<file path="src/design/tnt_pkg.sv">
// ----------------------------------------------------------------------------
// tnt_pkg
// Shared types, sizes and codes of the task notification table.
// ----------------------------------------------------------------------------
package tnt_pkg;

  localparam int NUM_TASKS   = 16;
  localparam int COUNT_WIDTH = 16;
  localparam int TASK_W      = (NUM_TASKS > 1) ? $clog2(NUM_TASKS) : 1;

  localparam logic [COUNT_WIDTH-1:0] COUNT_MAX = {COUNT_WIDTH{1'b1}};

  localparam logic [2:0] OP_NOTIFY = 3'd0;
  localparam logic [2:0] OP_TAKE   = 3'd1;
  localparam logic [2:0] OP_WAIT   = 3'd2;
  localparam logic [2:0] OP_CLEAR  = 3'd3;
  localparam logic [2:0] OP_PEEK   = 3'd4;

  localparam logic [1:0] ACT_SET_BITS  = 2'd0;
  localparam logic [1:0] ACT_INCREMENT = 2'd1;
  localparam logic [1:0] ACT_OVERWRITE = 2'd2;
  localparam logic [1:0] ACT_OVW_EMPTY = 2'd3;

  localparam logic [1:0] CM_NONE  = 2'd0;
  localparam logic [1:0] CM_ENTRY = 2'd1;
  localparam logic [1:0] CM_EXIT  = 2'd2;

  localparam logic [1:0] ST_OK      = 2'd0;
  localparam logic [1:0] ST_PENDING = 2'd1;
  localparam logic [1:0] ST_NONE    = 2'd2;
  localparam logic [1:0] ST_BLOCKED = 2'd3;

  typedef struct packed {
    logic [2:0]  opcode;
    logic [3:0]  task_req;
    logic [31:0] value;
    logic [1:0]  action;
    logic [1:0]  clr_sel;
  } tnt_in_t;

  typedef struct packed {
    logic [1:0]  status;
    logic [31:0] data;
    logic        pend_flag;
    logic        woke_task;
  } tnt_out_t;

  typedef struct packed {
    logic [31:0]            value;
    logic [COUNT_WIDTH-1:0] count;
  } tnt_entry_t;

  typedef struct packed {
    logic load;
    logic read;
    logic exec;
  } tnt_cmd_t;

endpackage

</file>
<file path="src/design/tnt_ctrl.sv">
// ----------------------------------------------------------------------------
// tnt_ctrl
// Sequencer: capture a request word, read its table entry, execute and
// write back, and hand the result word to the output register.
// ----------------------------------------------------------------------------
module tnt_ctrl (
  input  logic              clk_i,
  input  logic              rst_ni,
  input  logic              in_valid_i,
  output logic              in_ready_o,
  output logic              out_valid_o,
  input  logic              out_ready_i,
  output tnt_pkg::tnt_cmd_t cmd_o
);
  import tnt_pkg::*;

  localparam logic [1:0] S_IDLE = 2'd0;
  localparam logic [1:0] S_READ = 2'd1;
  localparam logic [1:0] S_EXEC = 2'd2;

  logic [1:0] state_q, state_d;
  logic       out_valid_q, out_valid_d;
  logic       out_free;
  logic       accept;
  logic       exec;

  assign out_free   = !out_valid_q || out_ready_i;
  assign in_ready_o = (state_q == S_IDLE) || ((state_q == S_EXEC) && out_free);
  assign accept     = in_valid_i && in_ready_o;
  assign exec       = (state_q == S_EXEC) && out_free;

  always_comb begin
    state_d = state_q;
    unique case (state_q)
      S_IDLE: begin
        if (accept) state_d = S_READ;
      end
      S_READ: begin
        state_d = S_EXEC;
      end
      S_EXEC: begin
        if (out_free) state_d = accept ? S_READ : S_IDLE;
      end
      default: begin
        state_d = S_IDLE;
      end
    endcase
  end

  // load a fresh result, else drop the one taken
  assign out_valid_d = exec ? 1'b1 : (out_ready_i ? 1'b0 : out_valid_q);

  always_ff @(posedge clk_i or negedge rst_ni) begin
    if (!rst_ni) begin
      state_q     <= S_IDLE;
      out_valid_q <= 1'b0;
    end else begin
      state_q     <= state_d;
      out_valid_q <= out_valid_d;
    end
  end

  assign out_valid_o = out_valid_q;
  assign cmd_o.load  = accept;
  assign cmd_o.read  = (state_q == S_READ);
  assign cmd_o.exec  = exec;

endmodule

</file>
<file path="src/design/tnt_datapath.sv">
// ----------------------------------------------------------------------------
// tnt_datapath
// Notification table storage, entry update logic and the result register.
// ----------------------------------------------------------------------------
module tnt_datapath (
  input  logic              clk_i,
  input  logic              rst_ni,
  input  tnt_pkg::tnt_cmd_t cmd_i,
  input  tnt_pkg::tnt_in_t  in_data_i,
  output tnt_pkg::tnt_out_t out_data_o
);
  import tnt_pkg::*;

  tnt_entry_t           mem [NUM_TASKS];
  logic [NUM_TASKS-1:0] vld_q;
  logic [NUM_TASKS-1:0] blk_q, blk_d;

  tnt_in_t    req_q;
  tnt_entry_t rd_q;
  logic       rd_vld_q;
  tnt_out_t   out_q, out_d;

  logic [TASK_W-1:0]      idx;
  logic                   in_range;
  logic [31:0]            prev;
  logic [COUNT_WIDTH-1:0] cnt;
  logic                   nonzero;
  logic                   blk;
  logic [31:0]            new_val;
  logic [COUNT_WIDTH-1:0] new_cnt;
  logic                   new_blk;
  logic                   wr_en;

  assign idx      = TASK_W'(req_q.task_req);
  assign in_range = int'(req_q.task_req) < NUM_TASKS;
  assign prev     = rd_vld_q ? rd_q.value : 32'd0;
  assign cnt      = rd_vld_q ? rd_q.count : '0;
  assign nonzero  = (cnt != '0);
  assign blk      = blk_q[idx];

  always_comb begin
    new_val = prev;
    new_cnt = cnt;
    new_blk = blk;
    out_d   = '0;
    wr_en   = 1'b0;
    if (req_q.opcode <= OP_PEEK) begin
      if (!in_range) begin
        out_d.status = ST_NONE;
      end else begin
        wr_en = 1'b1;
        unique case (req_q.opcode)
          OP_NOTIFY: begin
            out_d.data = prev;
            if ((req_q.action == ACT_OVW_EMPTY) && nonzero) begin
              out_d.status = ST_PENDING;
            end else begin
              unique case (req_q.action)
                ACT_SET_BITS:  new_val = prev | req_q.value;
                ACT_INCREMENT: new_val = prev + req_q.value;
                default:       new_val = req_q.value;
              endcase
              if (cnt != COUNT_MAX) new_cnt = cnt + COUNT_WIDTH'(1);
              if (blk) begin
                new_blk         = 1'b0;
                out_d.woke_task = 1'b1;
              end
            end
          end
          OP_TAKE: begin
            if (nonzero) begin
              out_d.data = prev;
              new_cnt    = cnt - COUNT_WIDTH'(1);
              if ((req_q.clr_sel == CM_ENTRY) || (req_q.clr_sel == CM_EXIT)) begin
                new_val = 32'd0;
              end
            end else begin
              out_d.status = ST_NONE;
            end
          end
          OP_WAIT: begin
            if (req_q.clr_sel == CM_ENTRY) begin
              new_val      = 32'd0;
              new_cnt      = '0;
              new_blk      = 1'b1;
              out_d.status = ST_BLOCKED;
            end else if (nonzero) begin
              out_d.data = prev;
              new_cnt    = cnt - COUNT_WIDTH'(1);
              if (req_q.clr_sel == CM_EXIT) new_val = 32'd0;
            end else begin
              new_blk      = 1'b1;
              out_d.status = ST_BLOCKED;
            end
          end
          OP_CLEAR: begin
            out_d.data = prev;
            new_val    = 32'd0;
            new_cnt    = '0;
          end
          default: begin
            out_d.data = prev;
          end
        endcase
        out_d.pend_flag = (new_cnt != '0);
      end
    end
  end

  always_comb begin
    blk_d = blk_q;
    if (cmd_i.exec && wr_en) blk_d[idx] = new_blk;
  end

  always_ff @(posedge clk_i or negedge rst_ni) begin
    if (!rst_ni) begin
      vld_q <= '0;
      blk_q <= '0;
    end else begin
      blk_q <= blk_d;
      if (cmd_i.exec && wr_en) vld_q[idx] <= 1'b1;
    end
  end

  always_ff @(posedge clk_i) begin
    if (cmd_i.exec && wr_en) begin
      mem[idx] <= '{value: new_val, count: new_cnt};
    end
    if (cmd_i.read) begin
      rd_q     <= mem[idx];
      rd_vld_q <= vld_q[idx];
    end
  end

  always_ff @(posedge clk_i) begin
    if (cmd_i.load) req_q <= in_data_i;
    if (cmd_i.exec) out_q <= out_d;
  end

  assign out_data_o = out_q;

endmodule

</file>
<file path="src/design/task_notification_table.sv">
// ----------------------------------------------------------------------------
// task_notification_table
// A request word is registered, its entry read, and once the output is free
// it writes back and registers its result. New requests are taken at that
// write-back or while idle, even as the previous result waits at the output.
// Reset clears all values, counts and blocked flags at once; no clearing pass.
// ----------------------------------------------------------------------------
module task_notification_table (
  input  logic              clk_i,
  input  logic              rst_ni,
  input  logic              in_valid_i,
  output logic              in_ready_o,
  input  tnt_pkg::tnt_in_t  in_data_i,
  output logic              out_valid_o,
  input  logic              out_ready_i,
  output tnt_pkg::tnt_out_t out_data_o
);
  import tnt_pkg::*;

  tnt_cmd_t cmd;

  tnt_ctrl u_ctrl (
    .clk_i       (clk_i),
    .rst_ni      (rst_ni),
    .in_valid_i  (in_valid_i),
    .in_ready_o  (in_ready_o),
    .out_valid_o (out_valid_o),
    .out_ready_i (out_ready_i),
    .cmd_o       (cmd)
  );

  tnt_datapath u_datapath (
    .clk_i      (clk_i),
    .rst_ni     (rst_ni),
    .cmd_i      (cmd),
    .in_data_i  (in_data_i),
    .out_data_o (out_data_o)
  );

endmodule

</file>
<file path="config.mk">
export PLATFORM = sky130hd
export DESIGN_NAME = task_notification_table
export DESIGN_NICKNAME = d
export VERILOG_FILES = /design/src/design/tnt_pkg.sv /design/src/design/tnt_ctrl.sv /design/src/design/tnt_datapath.sv /design/src/design/task_notification_table.sv
export SDC_FILE = /design/constraint.sdc
export NUM_CORES = 1
export LEC_CHECK = 0
export ABC_AREA = 1
export BUFFER_PORTS_ARGS = -buffer_cell sky130_fd_sc_hd__buf_2
export CORE_AREA = 5 5 275 277
export CTS_BUF_LIST = sky130_fd_sc_hd__clkbuf_16
export DETAILED_ROUTE_END_ITERATION = 10
export DIE_AREA = 0 0 280 282
export PLACE_DENSITY_LB_ADDON = 0.08
export SETUP_SLACK_MARGIN = 0.15
export SLEW_MARGIN = 30
export SYNTH_ARGS = -nofsm -noshare
export SYNTH_HDL_FRONTEND = slang
export SYNTH_SLANG_ARGS = --single-unit
</file>
<file path="constraint.sdc">
create_clock -name clk_i -period 8.64 [get_ports clk_i]
set_input_delay 0.432 -clock clk_i [delete_from_list [all_inputs] [get_ports clk_i]]
set_output_delay 0.432 -clock clk_i [all_outputs]
set_load 0.01 [all_outputs]
</file>
==> PnR_summary.wiki, run 1 <==
{| class="wikitable"
! Metric !! Value
|-
| Origin of the worst setup path || u_datapath.idx[1]$_DFFE_PP_
|-
| Final setup violation count || 0
|-
| Sequential share of power || 50.1%
|-
| Aggregate routed wire length || 119300 um
|-
| Initial DRT Pass Iterations || 8
|-
| Starting Density || 54.51%
|-
| Number of synthesized flops with an enable pin || 896
|-
| Max VDD drop || 0.0001754 V
|-
| Post-Synthesis Net Count || between 3000 and 4000
|-
| Buffers added on ports || 84
|-
| Final HPWL DP || roughly 66000 um
|-
| Area enclosed by the die boundary || 78960 um^2
|-
| Nature of the critical path startpoint || flop
|-
| Met3 Track Usage GR || under 10%
|-
| First-pass GRT wire length || 174500 um
|-
| Minimum setup slack in the final design || 4333 ps
|-
| Drt via density || 6.431
|-
| Vertical die dimension || 282 um
|-
| Tightest slew margin relative to the limit || 32.74%
|-
| Launch point of the worst reg-to-reg path || u_datapath.idx[1]$_DFFE_PP_
|-
| Final estimated routing congestion in global placement || ~0.94
|-
| Core footprint || 72590 um^2
|-
| Pin count of the biggest net entering global routing || 212
|-
| Sequential cell area fraction in the yosys report || 70.21%
|-
| Unrepaired setup endpoints after global routing || false
|-
| Critical setup path kind || flop to flop
|-
| Most common flop cell mapped by yosys || sky130_fd_sc_hd__edfxtp_1
|-
| GRT overflow || 0
|-
| # resized after CTS || 0
|-
| Clock-pin slew on the worst setup and hold paths || 60 ps
|-
| Clk Latency, worst-skew pair || around 670 ps
|-
| Capturing element type of the critical path || flop
|-
| Site row count || slightly below 100
|-
| Sinks on Clock Net || 931
|-
| Clock root buffer || sky130_fd_sc_hd__clkbuf_16
|-
| Final instance area || between 40000 and 50000 um^2
|-
| Layout cells sized above 1 || approximately 12%
|-
| Clk network pwr share || between 30% and 40%
|-
| Hold Path Class || input port to flop
|-
| Max Clock Freq || 232.2 MHz
|-
| Start point of the worst min-delay path || in_data_i[42]
|-
| Synth cell types || between 50 and 60
|-
| Critical path data required time || about 8900 ps
|-
| Number of cells traversed by the worst hold path || 1
|-
| Vias || 27390
|-
| Worst-path fanout max || 156
|-
| Global-route track usage on met2 || between 40% and 50%
|-
| Final routed wire length divided by cell count || between 20 and 30 um
|-
| Horizontal die dimension || 280 um
|-
| Critical-path cell list || buf_12, buf_16, nand2_1, nor2_1, inv_1, nor2_4, buf_4
|-
| CTS tree || done
|-
| Cell types with the largest area share after synthesis || sky130_fd_sc_hd__edfxtp_1, sky130_fd_sc_hd__nand3_1, sky130_fd_sc_hd__a22oi_1
|-
| Worst-case clock skew || 36.26 ps
|-
| # DRC || 0
|-
| Cell count of the worst reg-to-reg path || 7
|-
| Warnings, synthesis || 0
|-
| Commonest cells after routing, fill and taps aside || sky130_fd_sc_hd__edfxtp_1, sky130_fd_sc_hd__nand3_1, sky130_fd_sc_hd__nand2_1
|-
| Switch Pwr || 2.620 mW
|-
| Switching portion of total power || about 25%
|-
| Crit path max-delay cell type || sky130_fd_sc_hd__nor2_4
|-
| Placed Cells || 4039
|-
| Most frequent standard cell in the layout excluding fill and tap cells || sky130_fd_sc_hd__edfxtp_1
|-
| Run status || complete, no violations
|-
| Crit share post-route || 49.85%
|-
| Power Internal || 7.807 mW
|-
| Met1 Usage GRT || between 40 and 50%
|-
| Max stage delay on crit path || 750 ps
|-
| Fraction of synthesized cell area taken by the top area cell type || 68.00%
|-
| Total Negative Setup Slacks || 0 ps
|-
| Initial antenna violation count || 2
|-
| Post-Place Setup Slack || 4442 ps
|-
| Area leader, netlist || sky130_fd_sc_hd__edfxtp_1
|-
| Cell count after synthesis || 3124
|-
| Vias in the first global route || around 27000
|-
| Final count of hold timing violations || 0
|-
| Filler Cells Inserted || 5697
|-
| Final critical-path required period || between 4000 and 5000 ps
|-
| Highest-utilization routing layer at the global route stage || met2
|-
| Async S/R FF share, synth || under 10%
|-
| Max-capacitance violation count || 0
|-
| CTS Buffer Depth || 3
|-
| Post-synthesis average cell area || ~13 um^2
|-
| Power density over cell area || between 200 and 250 nW/um^2
|-
| Synth Cell Area || slightly below 40000 um^2
|-
| Crit path DAT || 4580 ps
|-
| Clock H-tree levels || 3
|-
| Portion of total power attributed to combinational logic || 10.6%
|-
| Leakage power || between 15 and 20 nW
|-
| Cell area after placement || 41090 um^2
|-
| Actual transition at the worst max-transition pin || 1007 ps
|-
| Worst-case hold slack || between 30 and 40 ps
|-
| Detailed router's first-iteration violation count || 3732
|-
| Gr usage total || 29.69%
|-
| CTS buffer count || 96
|-
| Number of I/O pins || 85
|-
| Final Max Tran Viols || 0
|-
| Final cell count without fillers || 4258
|-
| Net total in the final layout || 3321
|-
| Synthesized flop and latch total || 931
|-
| Number of nets with antenna violations after detailed routing || 0
|-
| Layout Area Growth over Synthesis || 12.99%
|-
| Post-CTS setup repair buffer count || 0
|}
==> worst paths after layout <==
check | end | slack, ps
min in group asynchronous | u_ctrl.out_valid_o$_DFFE_PN0P_ | 400
max reg2reg | u_datapath.mem[15][35]$_DFFE_PP_ | 4330
max | u_datapath.mem[15][35]$_DFFE_PP_ | 4330
min reg2reg | u_datapath.vld_q[11]$_DFFE_PN0P_ | 460
min | u_datapath.req_q[42]$_DFFE_PP_ | 40
max in group asynchronous | u_datapath.vld_q[14]$_DFFE_PN0P_ | 7740
==> registers in the layout, summed over array words and instances, names as in the netlist <==
| name | count |
|---|---|
| u_ctrl.out_valid_o | 1 |
| u_datapath.rd_q | 48 |
| u_datapath.req_q | 39 |
| u_datapath.mem | 768 |
| u_ctrl.state_q | 2 |
| u_datapath.idx | 4 |
| u_datapath.out_data_o | 36 |
| u_datapath.blk_q | 16 |
| u_datapath.vld_q | 16 |
| u_datapath.rd_vld_q | 1 |
==> metal layers <==
metal / part of all wire, % / up-vias
met4: 3.0 / 0
met5: 0 / -
met1: 41 / 13590
met2: 45 / 1548
met3: 10 / 226
li1: - / 12020
==> Yosys cell counts, drive strengths merged, types with 2 or more instances <==
cell type / count
or2: 8
a31oi: 201
a21o: 2
o211ai: 5
nand2: 372
xnor2: 3
ha: 52
nor4: 3
o21bai: 6
buf: 44
o21a: 2
and2: 5
o22ai: 6
nand4: 19
a22oi: 221
or4: 48
dfrtp: 35
o221ai: 8
nor3: 7
xor2: 16
a221oi: 6
inv: 182
a21oi: 37
clkbuf: 140
nand3: 502
nor2: 190
edfxtp: 896
o21ai: 97
a211oi: 7
==> power by group through the flow <==
| stage | combinational (mW) | clock (mW) | sequential (mW) |
|---|---|---|---|
| CTS | 1.09 | 4.15 | 5.22 |
| global placement | 1.04 | 0 | 5.31 |
| detailed placement | 1.07 | 0 | 5.31 |
| floorplan | 0.684 | 0 | 5.29 |
| global route | 1.20 | 4.35 | 5.22 |
| finish | 1.11 | 4.10 | 5.22 |
==> timing repair <==
| item | CTS | global route |
|---|---|---|
| hold buffers | 43 | 0 |
| hold endpoints to repair | 77 | 0 |
| endpoints found under the setup margin | 0 | 0 |
==> area by class of cell <==
type / instances / area, um^2 / share of cell area (%)
Clock inverter: 78 / 743.2 / 1.662
Clock buffer: 96 / 2402 / 5.373
Multi-Input combinational cell: 1826 / 10510 / 23.50
Timing Repair Buffer: 184 / 1376 / 3.078
Sequential cell: 931 / 27780 / 62.14
Tap cell: 959 / 1200 / 2.684
Inverter: 183 / 694.4 / 1.553
Antenna cell: 1 / 2.502 / 0.005597
==> logic make-up (layout without fill, tap and decap cells) <==
family                     after synthesis  count (layout)  share of synthesized area, %
buffers and inverters                  367             541                         3.785
and+or+nand+nor                       1155            1155                         13.91
DFF                                    931             931                         70.21
xor gates and xnor gates                19              19                        0.4206
AOI/OAI and AO/OA                      600             600                         10.03
adders and majority gates               52              52                         1.644
other                                    0               1                             0
==> through the flow <==
stage	utilization [%]	power, mW
finish	61.59	10.43
global route	61.59	10.77
CTS	61.54	10.46
global placement	56.50	6.355
detailed placement	56.61	6.376
floorplan	-	5.974
==> worst max-delay path: cells and delay by family, from the launching register on <==
kind,cells,cell delay (ps)
and+or+nand+nor,3,1570
buffers and inverters,4,1720
DFF,1,420
Note: power is estimated with default switching activity, not from simulation.
==> inputs of run 2 (changes only) <==
--- a/config.mk
+++ b/config.mk
@@ -5,12 +5,12 @@
 export SDC_FILE = /design/constraint.sdc
 export NUM_CORES = 1
 export LEC_CHECK = 0
-export ABC_AREA = 1
+export ABC_AREA = 0
 export BUFFER_PORTS_ARGS = -buffer_cell sky130_fd_sc_hd__buf_2
-export CORE_AREA = 5 5 275 277
+export CORE_AREA = 5 5 272 274
 export CTS_BUF_LIST = sky130_fd_sc_hd__clkbuf_16
 export DETAILED_ROUTE_END_ITERATION = 10
-export DIE_AREA = 0 0 280 282
+export DIE_AREA = 0 0 277 279
 export PLACE_DENSITY_LB_ADDON = 0.08
 export SETUP_SLACK_MARGIN = 0.15
 export SLEW_MARGIN = 30
==> constraint.sdc (replaced) <==
create_clock -name clk_i -period 3.5 [get_ports clk_i]
set_input_delay 0.175 -clock clk_i [delete_from_list [all_inputs] [get_ports clk_i]]
set_output_delay 0.175 -clock clk_i [all_outputs]
set_load 0.01 [all_outputs]
==> run 2 against run 1 <==
Net effect:
- combinational power grew to 2.7 times the previous value
- clock skew shrank 2.3 ps
- first-iteration DRC count shrank 37%
- area after synthesis shrank 1.8%
- synthesized cell count shrank 33%
- critical path type unchanged
- critical endpoint is now u_datapath.mem[14][42]$_DFFE_PP_
- largest cell class unchanged
==> PnR_summary.wiki, run 2 <==
{| class="wikitable"
! Metric !! Value
|-
| Run status || complete, no violations
|-
| Gr usage total || 25.19% (-4.5 points)
|-
| Placed Cells || 3189 (-21%)
|-
| Vias in the first global route || 22080 (-17%)
|-
| Async S/R FF share, synth || 3.759% (unchanged)
|-
| Drt via density || 6.319 (-1.8%)
|-
| Synth cell count leaders || sky130_fd_sc_hd__edfxtp_1, sky130_fd_sc_hd__mux4_2, sky130_fd_sc_hd__nand2_1
|-
| Initial antenna violation count || 0 (-2)
|-
| Core footprint || 71120 um^2 (-2.0%)
|-
| Cell count after synthesis || 2081 (-33%)
|-
| Actual transition at the worst max-transition pin || 962.9 ps (-43.60 ps)
|-
| Nature of the critical path startpoint || flop
|-
| Area of the multi-input gates || 11660 um^2 (+11%)
|-
| Final critical-path required period || 3381 ps (-926.2 ps)
|-
| CTS Buffer Depth || 3 (unchanged)
|-
| Largest registers || u_datapath.mem x768, u_datapath.rd_q x48, u_datapath.req_q x39
|-
| Clock root buffer || sky130_fd_sc_hd__clkbuf_16
|-
| Number of synthesized flops with an enable pin || 896 (unchanged)
|-
| Post-Place Setup Slack || -108.4 ps (-4550 ps)
|-
| CTS tree || done
|-
| Critical path data required time || 3890 ps (-5030 ps)
|-
| Starting Density || 54.61% (+0.097 points)
|-
| Max-capacitance violation count || 0 (unchanged)
|-
| Sequential share of power || 50.0% (about the same)
|-
| Area leader, netlist || sky130_fd_sc_hd__edfxtp_1
|-
| Most common flop cell mapped by yosys || sky130_fd_sc_hd__edfxtp_1
|-
| Register bank with the most flops || u_datapath.mem
|-
| Origin of the worst setup path || u_datapath.rd_vld_q$_DFFE_PN_
|-
| Unrepaired setup endpoints after global routing || true
|-
| Final instance area || 47090 um^2 (+5.3%)
|-
| Net total in the final layout || 2507 (-25%)
|-
| Post-synthesis average cell area || 18.66 um^2 (+47%)
|-
| Site row count || 98 (-1.0%)
|-
| Final cell count without fillers || 3437 (-19%)
|-
| Power density over cell area || 547.0 nW/um^2 (+130%)
|-
| First-pass GRT wire length || 145200 um (-17%)
|-
| Number of I/O pins || 85 (unchanged)
|-
| Total Negative Setup Slacks || 0 ps (unchanged)
|-
| Final routed wire length divided by cell count || 28.50 um (+1.7%)
|-
| Critical path capture point || u_datapath.mem[14][42]$_DFFE_PP_
|-
| Launch point of the worst reg-to-reg path || u_datapath.rd_vld_q$_DFFE_PN_
|-
| Power Internal || 19.75 mW (+150%)
|-
| Cell count of the worst reg-to-reg path || 13 (+6)
|-
| Aggregate routed wire length || 97940 um (-18%)
|-
| Detailed router's first-iteration violation count || 2335 (-37%)
|-
| Warnings, synthesis || 0 (unchanged)
|-
| Flip-flop count of the largest register, all copies and words added || 768 (unchanged)
|-
| Minimum setup slack in the final design || 118.8 ps (-4214 ps)
|-
| Post-Synthesis Net Count || 2180 (-32%)
|-
| Commonest cells after routing, fill and taps aside || sky130_fd_sc_hd__edfxtp_1, sky130_fd_sc_hd__mux4_2, sky130_fd_sc_hd__buf_4
|-
| Final estimated routing congestion in global placement || 0.9155 (-3.0%)
|-
| Tightest slew margin relative to the limit || 35.81% (+3.1 points)
|-
| Portion of total power attributed to combinational logic || 11.8% (+1.2 points)
|-
| Worst R2R End || u_datapath.mem[14][42]$_DFFE_PP_
|-
| Final setup violation count || 0 (unchanged)
|-
| FF+latch area || 27780 um^2 (unchanged)
|-
| Vias || 21720 (-21%)
|-
| Number of nets with antenna violations after detailed routing || 0 (unchanged)
|-
| Register-to-register path setup slack || 120 ps (-4210 ps)
|-
| Sinks on Clock Net || 931 (unchanged)
|-
| Vertical die dimension || 279 um (-1.1%)
|-
| Clock-pin slew on the worst setup and hold paths || 60 ps (about the same)
|-
| Critical setup path kind || flop to flop
|-
| Dominant cell by count in the synthesized netlist || sky130_fd_sc_hd__edfxtp_1
|-
| Area enclosed by the die boundary || 77280 um^2 (-2.1%)
|-
| Worst-case clock skew || 34.00 ps (-2.253 ps)
|-
| Pin count of the biggest net entering global routing || 76 (-64%)
|-
| Crit path DAT || 3770 ps (-810 ps)
|-
| Max VDD drop || 0.0004575 V (+160%)
|-
| Cell area after placement || 42830 um^2 (+4.2%)
|-
| Capturing element type of the critical path || flop
|-
| Buffers added on ports || 84 (unchanged)
|-
| Sequential cell area fraction in the yosys report || 71.54% (+1.3 points)
|-
| CTS buffer count || 94 (-2.1%)
|-
| Max Clock Freq || 295.8 MHz (+27%)
|-
| Inserted Diodes || 0 (-1)
|-
| Cell types with the largest area share after synthesis || sky130_fd_sc_hd__edfxtp_1, sky130_fd_sc_hd__mux4_2, sky130_fd_sc_hd__dfrtp_1
|-
| Final Max Tran Viols || 0 (unchanged)
|-
| Layout Area Growth over Synthesis || 21.26%
|-
| Leakage power || 16.02 nW (+1.6%)
|-
| Initial DRT Pass Iterations || 6 (-2)
|-
| Synth cell types || 75 (+42%)
|-
| Clk Latency, worst-skew pair || 650 ps (-20 ps)
|-
| Clk network pwr share || 38.2% (-1.1 points)
|-
| Horizontal die dimension || 277 um (-1.1%)
|-
| Fraction of synthesized cell area taken by the top area cell type || 69.28% (+1.3 points)
|-
| Switch Pwr || 6.005 mW (+130%)
|-
| Final HPWL DP || 57650 um (-13%)
|-
| Filler Cells Inserted || 4746 (-17%)
|-
| Most frequent standard cell in the layout excluding fill and tap cells || sky130_fd_sc_hd__edfxtp_1
|-
| Hold Path Class || input port to asynchronous set/reset pin
|-
| Synthesized flop and latch total || 931 (unchanged)
|-
| Crit share post-route || 96.61% (+47 points)
|-
| Synth Cell Area || 38840 um^2 (-1.8%)
|-
| Layout cells sized above 1 || 35.50% (+24 points)
|-
| # DRC || 0 (unchanged)
|-
| Switching portion of total power || 23.31% (-1.8 points)
|-
| GRT overflow || 0 (unchanged)
|-
| Clock H-tree levels || 3 (unchanged)
|-
| Final count of hold timing violations || 0 (unchanged)
|-
| Worst-path fanout max || 16 (-90%)
|}
[run 2: cell count changes after synthesis, moves of 17 or more]
cell,change
sky130_fd_sc_hd__a22oi_1,-216
sky130_fd_sc_hd__a31oi_1,-190
sky130_fd_sc_hd__buf_1,+21
sky130_fd_sc_hd__clkbuf_1,-69
sky130_fd_sc_hd__inv_1,-120
sky130_fd_sc_hd__mux2_2,+17
sky130_fd_sc_hd__mux4_2,+250
sky130_fd_sc_hd__nand2_1,-238
sky130_fd_sc_hd__nand3_1,-471
sky130_fd_sc_hd__nor2_1,-74
sky130_fd_sc_hd__o21ai_0,-29
sky130_fd_sc_hd__o21ai_1,-22
sky130_fd_sc_hd__or4_1,-45
[run 2: kinds of logic after synthesis]
group           after synthesis  synth area share, %
buf+inv                     167                1.682
mux                         282                15.38
simple gates                384                4.884
compound gates              240                4.282
flops                       931                71.54
fa+ha+maj                    52                1.675
xor+xnor                     25               0.5638
[run 2: how the worst min path moves through the flow]
stage / start / to / slack [ps] / cells after the start
final: rst_ni / u_datapath.vld_q[11]$_DFFE_PN0P_ / 180 / 2
after detailed placement: rst_ni / u_datapath.vld_q[0]$_DFFE_PN0P_ / 300 / 1
after global routing: in_data_i[26] / u_datapath.req_q[26]$_DFFE_PP_ / 210 / 2
after global placement: rst_ni / u_datapath.vld_q[9]$_DFFE_PN0P_ / 290 / 1
after floorplan: rst_ni / u_ctrl.out_valid_o$_DFFE_PN0P_ / -120 / 0
after CTS: rst_ni / u_datapath.vld_q[12]$_DFFE_PN0P_ / 200 / 2
[run 2: stage by stage]
step           utilization [%]  hold WS, ps  total power [mW]
6_report                 66.22        176.2             25.76
5_1_grt                  66.22        213.6             26.69
4_1_cts                  65.59        195.9             25.81
3_5_place_dp             60.22        298.2             15.87
3_3_place_gp             60.22        289.0             15.81
2_1_floorplan                -       -120.6             14.83
[run 2: repair_timing]
item	in CTS	in global routing
resized for setup	22	52
pin swaps	10	21
buffers inserted	10	17
hold endpoints to repair	81	0
setup endpoints to repair	241	353
hold buffers	46	0
[run 2: power groups by stage]
stage | clock [mW] | combinational, mW | sequential (mW)
finish | 9.84 | 3.04 | 12.9
global route | 10.5 | 3.26 | 12.9
CTS | 10.0 | 2.91 | 12.9
detailed placement | 0 | 2.76 | 13.1
global placement | 0 | 2.71 | 13.1
floorplan | 0 | 1.78 | 13.1
[run 2: area by class of cell]
class | instances | area share [%]
well taps | 950 | 2.524
repair buffers | 344 | 6.799
inverters | 54 | 0.4357
flip-flops and latches | 931 | 58.99
multi-input cells | 983 | 24.77
clock buffers | 96 | 5.101
clock inverters | 79 | 1.376
[run 2: layer usage]
layer	up-vias	track usage, %	part of all wire, %
met5	-	0	0
met4	0	5.135	2.0
met3	151	3.921	7.2
met2	894	41.89	50
met1	11470	36.44	41
li1	9207	-	-
[run 2: critical path, cell delays in order (launching register included)]
cell and delay, ps:
sky130_fd_sc_hd__edfxtp_1 420, sky130_fd_sc_hd__buf_12 180, sky130_fd_sc_hd__buf_4 150, sky130_fd_sc_hd__nand2_4 50, sky130_fd_sc_hd__ha_4 300, sky130_fd_sc_hd__nand4_1 160
sky130_fd_sc_hd__or4_4 570, sky130_fd_sc_hd__o221ai_4 230, sky130_fd_sc_hd__a21oi_4 120, sky130_fd_sc_hd__nor2_2 120, sky130_fd_sc_hd__mux2i_1 100, sky130_fd_sc_hd__a2111oi_2 370
sky130_fd_sc_hd__o22ai_2 170, sky130_fd_sc_hd__buf_12 170
